--- src/hdl/rlqm_pkg.sv ---
package rlqm_pkg;

  typedef enum logic [1:0] {
    MODE_OK   = 2'd0,
    MODE_FAIL = 2'd1,
    MODE_RSSI = 2'd2,
    MODE_TICK = 2'd3
  } mode_t;

  localparam int CfgIndexW = 8;
  localparam int CfgDataW  = 16;

  localparam logic [CfgIndexW-1:0] CFG_RSSI_OFFSET    = 8'd0;
  localparam logic [CfgIndexW-1:0] CFG_LINK_LOST_THR  = 8'd1;

  localparam logic [15:0] RSSI_OFFSET_RESET   = 16'h0210;
  localparam logic [7:0]  LINK_LOST_THR_RESET = 8'h35;
  localparam logic [7:0]  RUN_MAX_FULL        = 8'hFF;
  localparam logic [7:0]  RUN_FORCED          = 8'hFA;

  localparam int InDataW  = 8;
  localparam int OutDataW = 64;

  typedef struct packed {
    mode_t      mode;
    logic       counted;
    logic [4:0] rssi_sample;
  } event_t;

  typedef struct packed {
    logic [7:0]  good_frames_last_second;
    logic [7:0]  bad_frames_last_second;
    logic [7:0]  longest_run_last_second;
    logic [7:0]  rssi_average;
    logic [4:0]  rssi_latest;
    logic [15:0] uptime_seconds;
    logic [7:0]  failure_run;
    logic        link_lost;
    logic        radio_reset_request;
  } result_t;

endpackage

--- src/hdl/rlqm_stats.sv ---
module rlqm_stats (
  input  logic              clk,
  input  logic              rst,
  input  logic              step,
  input  rlqm_pkg::event_t  evt,
  input  logic [15:0]       rssi_offset,
  input  logic [7:0]        link_lost_threshold,
  output rlqm_pkg::result_t result
);
  import rlqm_pkg::*;

  logic [7:0]  good_running, good_running_next;
  logic [7:0]  bad_running, bad_running_next;
  logic [7:0]  run_length, run_length_next;
  logic [7:0]  run_maximum, run_maximum_next;
  logic [15:0] rssi_accumulator, rssi_accumulator_next;
  logic [15:0] uptime_count, uptime_count_next;
  logic [7:0]  good_snapshot, good_snapshot_next;
  logic [7:0]  bad_snapshot, bad_snapshot_next;
  logic [7:0]  run_max_snapshot, run_max_snapshot_next;
  logic [7:0]  rssi_mean_reg, rssi_mean_reg_next;
  logic [4:0]  rssi_last_reg, rssi_last_reg_next;
  logic        reset_req;

  logic [16:0] diff;
  logic [16:0] diff_mag;
  logic [13:0] quot;
  logic [7:0]  mean;
  logic [7:0]  run_inc;

  // Average rounds toward zero, so a negative difference is divided as a magnitude.
  always_comb begin
    diff     = {1'b0, rssi_accumulator} - {1'b0, rssi_offset};
    diff_mag = diff[16] ? (17'd0 - diff) : diff;
    quot     = diff_mag[16:3];
    mean     = diff[16] ? (8'd0 - quot[7:0]) : quot[7:0];
  end

  always_comb begin
    good_running_next     = good_running;
    bad_running_next      = bad_running;
    run_length_next       = run_length;
    run_maximum_next      = run_maximum;
    rssi_accumulator_next = rssi_accumulator;
    uptime_count_next     = uptime_count;
    good_snapshot_next    = good_snapshot;
    bad_snapshot_next     = bad_snapshot;
    run_max_snapshot_next = run_max_snapshot;
    rssi_mean_reg_next    = rssi_mean_reg;
    rssi_last_reg_next    = rssi_last_reg;
    reset_req             = 1'b0;
    run_inc               = run_length + 8'd1;

    case (evt.mode)
      MODE_OK: begin
        if (evt.counted) begin
          good_running_next = good_running + 8'd1;
          run_length_next   = 8'd0;
        end
      end
      MODE_FAIL: begin
        if (evt.counted) begin
          bad_running_next = bad_running + 8'd1;
          run_length_next  = run_inc;
          if (run_length >= run_maximum) begin
            run_maximum_next = run_inc;
          end
          if (run_maximum_next == RUN_MAX_FULL) begin
            run_length_next = RUN_FORCED;
          end
        end
      end
      MODE_RSSI: begin
        rssi_last_reg_next    = evt.rssi_sample;
        rssi_accumulator_next = rssi_accumulator + {11'd0, evt.rssi_sample};
      end
      MODE_TICK: begin
        rssi_mean_reg_next    = mean;
        rssi_accumulator_next = 16'd0;
        uptime_count_next     = uptime_count + 16'd1;
        good_snapshot_next    = good_running;
        good_running_next     = 8'd0;
        bad_snapshot_next     = bad_running;
        bad_running_next      = 8'd0;
        run_max_snapshot_next = run_maximum;
        run_maximum_next      = 8'd0;
        reset_req             = run_length > link_lost_threshold;
      end
      default: begin
      end
    endcase

    result.good_frames_last_second = good_snapshot_next;
    result.bad_frames_last_second  = bad_snapshot_next;
    result.longest_run_last_second = run_max_snapshot_next;
    result.rssi_average            = rssi_mean_reg_next;
    result.rssi_latest             = rssi_last_reg_next;
    result.uptime_seconds          = uptime_count_next;
    result.failure_run             = run_length_next;
    result.link_lost               = run_length_next > link_lost_threshold;
    result.radio_reset_request     = reset_req;
  end

  always_ff @(posedge clk) begin
    if (rst) begin
      good_running     <= '0;
      bad_running      <= '0;
      run_length       <= '0;
      run_maximum      <= '0;
      rssi_accumulator <= '0;
      uptime_count     <= '0;
      good_snapshot    <= '0;
      bad_snapshot     <= '0;
      run_max_snapshot <= '0;
      rssi_mean_reg    <= '0;
      rssi_last_reg    <= '0;
    end else if (step) begin
      good_running     <= good_running_next;
      bad_running      <= bad_running_next;
      run_length       <= run_length_next;
      run_maximum      <= run_maximum_next;
      rssi_accumulator <= rssi_accumulator_next;
      uptime_count     <= uptime_count_next;
      good_snapshot    <= good_snapshot_next;
      bad_snapshot     <= bad_snapshot_next;
      run_max_snapshot <= run_max_snapshot_next;
      rssi_mean_reg    <= rssi_mean_reg_next;
      rssi_last_reg    <= rssi_last_reg_next;
    end
  end

endmodule

--- src/hdl/radio_link_quality_monitor.sv ---
// An accepted item is held in the input register, and its result is then
// registered in the output register. Throughput: one item per cycle while
// the output is not stalled; the statistics update between the two registers.
// Reset (rst, synchronous, active high) clears all statistics, empties both
// stages and restores the offset to 528 and the threshold to 53.
module radio_link_quality_monitor (
  input  logic                                clk,
  input  logic                                rst,
  input  logic                                s_axis_tvalid,
  output logic                                s_axis_tready,
  // [0] counted, [5:1] rssi_sample, [7:6] zero
  input  logic [rlqm_pkg::InDataW-1:0]        s_axis_tdata,
  // [1:0] mode
  input  logic [1:0]                          s_axis_tuser,
  output logic                                m_axis_tvalid,
  input  logic                                m_axis_tready,
  // [7:0] good_frames_last_second, [15:8] bad_frames_last_second,
  // [23:16] longest_run_last_second, [31:24] rssi_average,
  // [36:32] rssi_latest, [52:37] uptime_seconds, [60:53] failure_run,
  // [61] link_lost, [62] radio_reset_request, [63] zero
  output logic [rlqm_pkg::OutDataW-1:0]       m_axis_tdata,
  input  logic                                cfg_valid,
  output logic                                cfg_ready,
  input  logic [rlqm_pkg::CfgIndexW-1:0]      cfg_index,
  input  logic [rlqm_pkg::CfgDataW-1:0]       cfg_data
);
  import rlqm_pkg::*;

  logic        in_valid;
  event_t      in_event;
  logic        out_valid;
  result_t     out_result;
  result_t     result;
  logic        advance;
  logic [15:0] rssi_offset;
  logic [7:0]  link_lost_threshold;

  assign advance       = in_valid && (!out_valid || m_axis_tready);
  assign s_axis_tready = !in_valid || advance;
  assign cfg_ready     = 1'b1;

  always_ff @(posedge clk) begin
    if (rst) begin
      rssi_offset         <= RSSI_OFFSET_RESET;
      link_lost_threshold <= LINK_LOST_THR_RESET;
    end else if (cfg_valid) begin
      case (cfg_index)
        CFG_RSSI_OFFSET:   rssi_offset         <= cfg_data;
        CFG_LINK_LOST_THR: link_lost_threshold <= cfg_data[7:0];
        default: begin
        end
      endcase
    end
  end

  always_ff @(posedge clk) begin
    if (rst) begin
      in_valid <= 1'b0;
    end else if (s_axis_tready) begin
      in_valid <= s_axis_tvalid;
    end
  end

  always_ff @(posedge clk) begin
    if (s_axis_tvalid && s_axis_tready) begin
      in_event.mode        <= mode_t'(s_axis_tuser);
      in_event.counted     <= s_axis_tdata[0];
      in_event.rssi_sample <= s_axis_tdata[5:1];
    end
  end

  rlqm_stats u_stats (
    .clk                 (clk),
    .rst                 (rst),
    .step                (advance),
    .evt                 (in_event),
    .rssi_offset         (rssi_offset),
    .link_lost_threshold (link_lost_threshold),
    .result              (result)
  );

  always_ff @(posedge clk) begin
    if (rst) begin
      out_valid <= 1'b0;
    end else if (advance) begin
      out_valid <= 1'b1;
    end else if (m_axis_tready) begin
      out_valid <= 1'b0;
    end
  end

  always_ff @(posedge clk) begin
    if (advance) begin
      out_result <= result;
    end
  end

  assign m_axis_tvalid = out_valid;
  assign m_axis_tdata  = {1'b0,
                          out_result.radio_reset_request,
                          out_result.link_lost,
                          out_result.failure_run,
                          out_result.uptime_seconds,
                          out_result.rssi_latest,
                          out_result.rssi_average,
                          out_result.longest_run_last_second,
                          out_result.bad_frames_last_second,
                          out_result.good_frames_last_second};

endmodule
--- config.mk ---
export PLATFORM = sky130hd
export DESIGN_NAME = radio_link_quality_monitor
export DESIGN_NICKNAME = d
export VERILOG_FILES = /design/src/hdl/rlqm_pkg.sv /design/src/hdl/rlqm_stats.sv /design/src/hdl/radio_link_quality_monitor.sv
export SDC_FILE = /design/constraint.sdc
export NUM_CORES = 1
export LEC_CHECK = 0
export BUFFER_PORTS_ARGS = -buffer_cell sky130_fd_sc_hd__buf_2
export CAP_MARGIN = 30
export CORE_AREA = 2 2 158 160
export CTS_CLUSTER_SIZE = 40
export DETAILED_ROUTE_END_ITERATION = 6
export DIE_AREA = 0 0 160 162
export HOLD_SLACK_MARGIN = 0.1
export SYNTH_ARGS = -nofsm -noshare
export SYNTH_HDL_FRONTEND = slang
export SYNTH_SLANG_ARGS = --single-unit
--- constraint.sdc ---
create_clock -name clk -period 12.35 [get_ports clk]
set_input_delay 2.47 -clock clk [delete_from_list [all_inputs] [get_ports clk]]
set_output_delay 2.47 -clock clk [all_outputs]
set_load 0.02 [all_outputs]
; ---- After elaboration in Yosys (flattened, before gate mapping)
; Index checks and enable logic that the tools add are counted.
[totals]
regBits = 198
output_inout_bits = 67
elab_cells = 86
[op_classes]
n_addsub = 8
magnitude_cmp = 3
eq_ne = 7
muxes = 24
n_reduce_logical = 17
[ops]
columns = op, count
row1 = two-way mux 8 bit, 14
row2 = one-hot mux 8 bit (2 select lines), 4
row3 = one-hot mux 16 bit (2 select lines), 1
row4 = adder 8 x 1 -> 8 bit (second input constant), 3
row5 = subtractor 16 x 16 -> 17 bit, 1
row6 = adder 16 x 1 -> 16 bit (second input constant), 1
row7 = adder 16 x 5 -> 16 bit, 1
row8 = > comparator 8 bit, 2
row9 = two-way mux 16 bit, 1
row10 = two-way mux 11 bit, 1
row11 = subtractor 1 x 11 -> 11 bit (first input constant), 1
row12 = equality test 8 x 1 -> 1 bit (second input constant), 1
row13 = equality test 8 bit (second input constant), 1
row14 = greater-or-equal comparator 8 bit, 1
row15 = logical NOT 8 bit, 1
row16 = nonzero test 2 bit, 4
row17 = subtractor 1 x 8 -> 8 bit (first input constant), 1
row18 = AND reduction 2 bit, 3
row19 = AND reduction 3 bit, 2
row20 = two-way mux 5 bit, 1
row21 = equality test 2 bit (second input constant), 2
row22 = != test 2 bit (second input constant), 2
row23 = equality test 2 x 1 -> 1 bit (second input constant), 1
row24 = logical AND 1 bit, 2
row25 = 4 further kinds, 7

; ---- Depth between registers and ports, before layout
; Gate-level depths: netlist (run 1).
[logic_depth]
depth_word = 9
depth_mapped = 19
mapped_depth_nobuf = 19

; ---- By module
; From an unflattened synthesis (run 1), not the netlist that was laid out.
[hier_totals]
cells_unflattened = 1035
area_unflattened_um2 = 9811.9
[by_module_without_submodules]
columns = module, instances, cells_per_inst, area_each_um2, seq_area_each_um2
row1 = rlqm_stats, 1, 839, 6523.8, 2021.9
row2 = radio_link_quality_monitor, 1, 196, 3288.2, 2652.5

; ---- Worst setup path after synthesis (run 1)
; Ideal clock, no wire load.
[synth_timing]
path_kind = input-to-reg
from = input m_axis_tready
to = register u_stats.rssi_accumulator[3]
arrival_time_ps = 5501
path_slack_ps = 6774
cell_stages = 8
path_buffers = 3
path_cell_list = nor2b_1 nand2b_1 clkbuf_1 inv_2 clkbuf_1 clkbuf_1 a32oi_1 nor2_1
[synth_via]
elab_chain_len = 3
[synth_lines]
columns = element, line
row1 = from (decl), radio_link_quality_monitor.sv:16  ; input logic m_axis_tready,
row2 = logical OR 1 bit, radio_link_quality_monitor.sv:38  ; assign advance = in_valid && (!out_valid || m_axis_tready);
row3 = logical AND 1 bit, radio_link_quality_monitor.sv:38
row4 = named net advance, radio_link_quality_monitor.sv:34  ; logic advance;
row5 = AND reduction 2 bit (no line), --
row6 = to (signal assigned), rlqm_stats.sv:122  ; rssi_accumulator <= rssi_accumulator_next;
row7 = to (decl), rlqm_stats.sv:16  ; logic [15:0] rssi_accumulator, rssi_accumulator_next;
; The timed path passes the listed nets, and every way through them passes these cells.
; A chain may end at the register's enable or synchronous reset.

; ---- Worst setup path in the final report (run 1)
[layout_timing]
from = input m_axis_tready
to = output s_axis_tready
[layout_via]
elab_chain_len = 3
[layout_lines]
columns = element, line
row1 = logical OR 1 bit, radio_link_quality_monitor.sv:38
row2 = logical AND 1 bit, radio_link_quality_monitor.sv:38
row3 = logical OR 1 bit, radio_link_quality_monitor.sv:39  ; assign s_axis_tready = !in_valid || advance;
row4 = to (decl), radio_link_quality_monitor.sv:10  ; output logic s_axis_tready,
; No other way between the ends.

==> impl_metrics.toml, run 1 <==
[outcome]
outcome = "finished clean"

[routing]
drc = 0
drt_iter0_markers = 373
detailroute.via_count = 7250
routed_wirelength_um = 21300
route.antenna.remaining_nets = 0
first_drt_pass_iteration_count = 5
detail_route.wl_per_cell_um = 14.6
vias_per_cell = 4.98

[sta]
rsz_0062_raised_after_global_routing = "false"
post-route-min-period_ns = 5.51
tns_ns = 0
final-hold-violation-count = 0
finalCritPeriodShare_pct = 44.6
hold-worst-slack_ns = 0.456
setup_violations = 0
total_count_of_max_transition_violations_in_the_final_report = 0
fin_worst_skew_ns = 0.0138
slew_headroom_pct = 32.2
clock.fmax_mhz = 182
worst_slew_pin_slew_ns = 1.02

[setup_path]
worst_r2r_path_cells = 18
worst_ep_required_time_ns = 9.88
worstSetupPathType = "in2out"
critical_path_peak_fanout = 4
timing.reg2reg.setup_slack_ns = 8.30
r2r-start = "u_stats.run_maximum[5]"
critPathLaunchType = "input pin"
timing.rr.end = "m_axis_tdata[61]"
critical_path.endpoint_type = "output pin"
arrival_ns = 3.04

[die]
ports = 106
fp.dieH_um = 162
core_region_area_um2 = 24100
floorplan.rows = 57
dieWidth_um = 160
floorplan_die_area_um2 = 25900
initial_utilization_pct = 39.8

[job]
cap_viol_max_count = 0

[pwr]
post-layout-total-power_mw = 1.34
switching_share_pct = 24.2
total_switching_power_mw = 0.324
combPwrFrac_pct = 7.0
power.density_nw_per_um2 = 122
clock_power_share_pct = 40.8
peakVddDrop_mv = 0.0747
static_power_due_to_leakage_nw = 4.32
share_seq_of_total_power_pct = 52.2
p_int_mw = 1.01

[global_routing]
grt_first_pass_wirelength_um = 34300
grt_start_max_net_pins = 61
initial_antenna_violation_count = 2
globalRouteTotalUtil_pct = 16.4
grt_overflow = 0
first_global_vias = 7044

[yosys]
post_synth_inst_count = 1032
syn_nets = 1123
synthesis.area_per_instance_um2 = 9.31
synth_enable_flop_cells = 71
synth_cell_types = 73
synth.ff_latch_count = 198
ys_seq_area_share_pct = 48.7
postSynth.topFlopCell = "sky130_fd_sc_hd__dfxtp_1"
syn-cell-area_um2 = 9600
synthArstFlopShare_pct = 0
ys.warnings.count = 0

[final_layout]
mostFrequentLayoutCell = "sky130_fd_sc_hd__nand2_1"
num-nets-final = 1207
final-instance-count-excl-fill = 1455
drive_gt1_share_pct = 15.2
final_core_occ_pct = 45.6
mostFrequentLayoutCells = "sky130_fd_sc_hd__nand2_1 (179), sky130_fd_sc_hd__dfxtp_1 (127), sky130_fd_sc_hd__nor2_1 (115), sky130_fd_sc_hd__buf_2 (100), sky130_fd_sc_hd__a21oi_1 (72)"
area_growth_syn_to_layout_pct = 14.3
largest_register_ff_count = 63

[clocking]
ctsRootBufferMaster = "sky130_fd_sc_hd__clkbuf_16"
cts_made_buffers = 17
cts_max_path_buffers = 2
ctsHoldBuffers = 0
cts_h_tree_lvls = 4
cts.sink_count = 198
clk_latency_ns = 0.43
resized_gates_after_cts = 0
tritoncts_clock_tree = "built"
clk_pin_slew_worst_paths_ns = 0.07
post_cts.repair.setup_buffers = 0

[hold_path]
holdPathEnd = "u_stats.run_max_snapshot[0]"
hold_path_origin = "u_stats.run_max_snapshot[0]"
hold_depth = 2
worst_hold_path_type = "reg2reg"

[placement]
hpwlAfterDp_um = 14800
place.gp.congestion = 0.778
dp.cells = 1421
port-buffer-count = 101
==> critical path, cell delays in order <==
cell,delay (ns)
sky130_fd_sc_hd__buf_2,0.10
sky130_fd_sc_hd__nor2b_1,0.20
sky130_fd_sc_hd__nand2_1,0.10
sky130_fd_sc_hd__buf_2,0.16
==> area by class of cell <==
| type | instances | area [um2] |
|---|---|---|
| diodes | 2 | 5.00 |
| clock buffers | 21 | 460 |
| clock inverters | 11 | 116 |
| fillers | 2387 | 13100 |
| inverters | 45 | 170 |
| multi-input cells | 745 | 4580 |
| flip-flops and latches | 198 | 4670 |
| well taps | 324 | 405 |
| repair buffers | 109 | 568 |
==> cell usage after synthesis (all sizes together), types with 10 or more instances <==
| cell type | number | area, um2 |
|---|---|---|
| a22oi | 10 | 75.1 |
| edfxtp | 71 | 2130 |
| mux2i | 19 | 190 |
| nand3 | 18 | 90.1 |
| o21ai | 46 | 238 |
| clkbuf | 36 | 135 |
| xor2 | 43 | 377 |
| xnor2 | 26 | 228 |
| ha | 50 | 626 |
| inv | 45 | 169 |
| nand2 | 179 | 672 |
| nand2b | 12 | 75.1 |
| a21oi | 74 | 378 |
| nand4 | 13 | 96.3 |
| nor2 | 117 | 439 |
| nor3 | 15 | 86.3 |
| and3 | 11 | 68.8 |
| dfxtp | 127 | 2540 |
==> logic make-up (layout without fill, tap and decap cells) <==
group / after synthesis / after routing / share of synthesized area (%)
and+or+nand+nor: 418 / 418 / 20.0
muxes: 24 / 24 / 2.57
AOI/OAI and AO/OA: 180 / 180 / 11.8
adders and majority gates: 52 / 52 / 6.93
DFF: 198 / 198 / 48.7
other: 2 / 4 / 0.0782
buffers and inverters: 89 / 186 / 3.67
xor gates and xnor gates: 69 / 69 / 6.29
==> metal layers <==
| metal | share of wire, % | routed length, um | global-route usage, % |
|---|---|---|---|
| met4 | 1.1 | 243 | 5.04 |
| met5 | 0 | 0 | 0 |
| met1 | 45 | 9530 | 19.9 |
| met2 | 51 | 10900 | 29.9 |
| met3 | 2.8 | 606 | 2.83 |
==> stage by stage <==
step	worst slack (ns)	area, um2
finish	6.84	11000
global route	6.78	11000
CTS	6.84	11000
detailed placement	6.84	10400
global placement	6.86	10400
floorplan	6.77	9600
==> power by group through the flow <==
stage | logic [mW] | clock network (mW) | registers, mW
2_1_floorplan | 0.0532 | 0 | 0.723
3_3_place_gp | 0.0936 | 0 | 0.712
3_5_place_dp | 0.0950 | 0 | 0.712
4_1_cts | 0.0952 | 0.559 | 0.697
5_1_grt | 0.104 | 0.583 | 0.699
6_report | 0.0936 | 0.546 | 0.697
==> worst max path at each step <==
stage | start | endpoint | slack, ns | cells past startpoint
2_1_floorplan | m_axis_tready | u_stats.rssi_accumulator[3] | 6.77 | 8
6_report | m_axis_tready | s_axis_tready | 6.84 | 4
3_5_place_dp | m_axis_tready | s_axis_tready | 6.84 | 4
4_1_cts | m_axis_tready | s_axis_tready | 6.84 | 4
3_3_place_gp | m_axis_tready | s_axis_tready | 6.86 | 4
5_1_grt | m_axis_tready | s_axis_tready | 6.78 | 4
Power figures use the tool's default switching activity.
==> inputs of run 2 (changes only) <==
==> constraint.sdc (replaced) <==
create_clock -name clk -period 4.5 [get_ports clk]
set_input_delay 0.9 -clock clk [delete_from_list [all_inputs] [get_ports clk]]
set_output_delay 0.9 -clock clk [all_outputs]
set_load 0.02 [all_outputs]
==> impl_metrics.toml, run 2 (same netlist as run 1, synthesis figures left out) <==
[outcome]
outcome = "finished clean"

[clocking]
clk_latency_ns = 0.44
ctsHoldBuffers = 0
post_cts.repair.setup_buffers = 0
cts_made_buffers = 17
cts_h_tree_lvls = 4
cts_max_path_buffers = 2
ctsRootBufferMaster = "sky130_fd_sc_hd__clkbuf_16"
cts.sink_count = 198
clk_pin_slew_worst_paths_ns = 0.07
tritoncts_clock_tree = "built"

[die]
fp.dieH_um = 162
ports = 106
floorplan.rows = 57
dieWidth_um = 160
initial_utilization_pct = 39.8
core_region_area_um2 = 24100
floorplan_die_area_um2 = 25900

[setup_path]
crit_path_cell_trace = "inv_1 -> ha_1 -> a2111oi_1 -> nor2b_1 -> o21ai_1 -> and2_1 -> o21ai_0 -> o21ai_0 -> o21ai_0 -> ha_1 -> nor2b_1 -> o21a_1 -> o21ai_0 -> nand2b_1 -> a21oi_1 -> nor2_1 -> a211oi_1 -> a21oi_1"
critPathLaunchType = "flop"
timing.reg2reg.setup_slack_ns = 0.56
critical-path-top-cell-by-count = "sky130_fd_sc_hd__o21ai_0"
critical_path.slowest_cell = "sky130_fd_sc_hd__a2111oi_1"
worstSetupPathType = "reg2reg"
arrival_ns = 4.13
critical_path.endpoint_type = "flop"
critPathMaxStageDelay_ns = 0.50
critical_path_peak_fanout = 4
worst_ep_required_time_ns = 4.69

[global_routing]
globalRouteTotalUtil_pct = 16.6
grt_start_max_net_pins = 69
grt_overflow = 0
first_global_vias = 6915
grt_first_pass_wirelength_um = 34500
initial_antenna_violation_count = 2

[pwr]
power.density_nw_per_um2 = 331
peakVddDrop_mv = 0.213
static_power_due_to_leakage_nw = 4.32

[sta]
finalCritPeriodShare_pct = 87.7
post-route-min-period_ns = 3.94
final-hold-violation-count = 0
hold-worst-slack_ns = 0.455
total_count_of_max_transition_violations_in_the_final_report = 0
tns_ns = 0
fin_worst_skew_ns = 0.0137
worst_slew_pin_slew_ns = 0.988
slew_headroom_pct = 34.1
rsz_0062_raised_after_global_routing = "false"
setup_violations = 0
clock.fmax_mhz = 253

[final_layout]
fin_area_um2 = 11000
filler_cell_count = 2378
mostFrequentLayoutCell = "sky130_fd_sc_hd__nand2_1"
drive_gt1_share_pct = 15.3
num-nets-final = 1210
register_area_um2 = 4670
area_growth_syn_to_layout_pct = 14.4
multi_input_comb_area_um2 = 4580
mostFrequentLayoutCells = "sky130_fd_sc_hd__nand2_1 (179), sky130_fd_sc_hd__dfxtp_1 (127), sky130_fd_sc_hd__nor2_1 (115), sky130_fd_sc_hd__buf_2 (100), sky130_fd_sc_hd__a21oi_1 (72)"
largest_register_ff_count = 63

[routing]
drc = 0
route.antenna.remaining_nets = 0
drt_iter0_markers = 354
routed_wirelength_um = 21100
vias_per_cell = 4.95
detail_route.wl_per_cell_um = 14.5
detailroute.via_count = 7220
first_drt_pass_iteration_count = 5

[placement]
place.gp.congestion = 0.793
hpwlAfterDp_um = 15100
port-buffer-count = 101
placed_cell_area_um2 = 10400

[job]
cap_viol_max_count = 0

[hold_path]
worst_hold_path_type = "reg2reg"
-- run 2: worst paths after layout --
path,start,endpoint,depth (start not counted)
min,u_stats.bad_snapshot[4],u_stats.bad_snapshot[4],2
max reg2reg,u_stats.run_maximum[5],m_axis_tdata[61],18
max,u_stats.run_maximum[5],m_axis_tdata[61],18
min reg2reg,u_stats.bad_snapshot[4],u_stats.bad_snapshot[4],2
-- run 2: critical path: cells and delay by family, from the launching register on --
kind	cells	cell delay (ns)
buffers and inverters	1	0.08
flip-flops	1	0.37
AO/OA/AOI/OAI	10	2.04
adder cells (fa/ha/maj)	2	0.60
AND/OR/NAND/NOR	5	0.61
-- run 2: what timing repair did --
item                                   4_1_cts  5_1_grt
setup endpoints to repair                    0        1
resized for setup                            0        1
endpoints found under the hold margin        0        0
-- run 2: metrics by stage --
stage | worst slack [ns] | std cells | power, mW | utilization, %
global placement | 0.508 | 1424 | 2.21 | 43.2
global route | 0.0196 | 1458 | 3.78 | 45.6
CTS | 0.487 | 1456 | 3.68 | 45.5
detailed placement | 0.481 | 1424 | 2.22 | 43.2
finish | 0.555 | 1458 | 3.63 | 45.6
floorplan | 0.494 | 1032 | 2.13 | -
-- run 2: final cells by class --
| class | count | area share (%) |
|---|---|---|
| timing repair buffer | 112 | 5.38 |
| antenna | 2 | 0.0456 |
| clock buffer | 20 | 3.98 |
| multi-input combinational | 745 | 41.7 |
| sequential | 198 | 42.6 |
| tap | 324 | 3.69 |
| inverter | 45 | 1.55 |
| clock inverter | 12 | 1.08 |
-- run 2: layer usage --
| metal | GRT usage (%) | up-vias | wire length (um) |
|---|---|---|---|
| met2 | 29.5 | 96 | 10900 |
| met4 | 5.04 | 0 | 198 |
| li1 | - | 3725 | - |
| met5 | 0 | - | 0 |
| met1 | 20.5 | 3386 | 9360 |
| met3 | 3.06 | 13 | 726 |
-- run 2: power breakdown --
part	switching (mW)	internal [mW]	total (mW)	leakage, nW
Clock	0.688	0.774	1.46	0.263
Combinational	0.176	0.0832	0.259	2.36
Sequential	0.0198	1.89	1.91	1.69
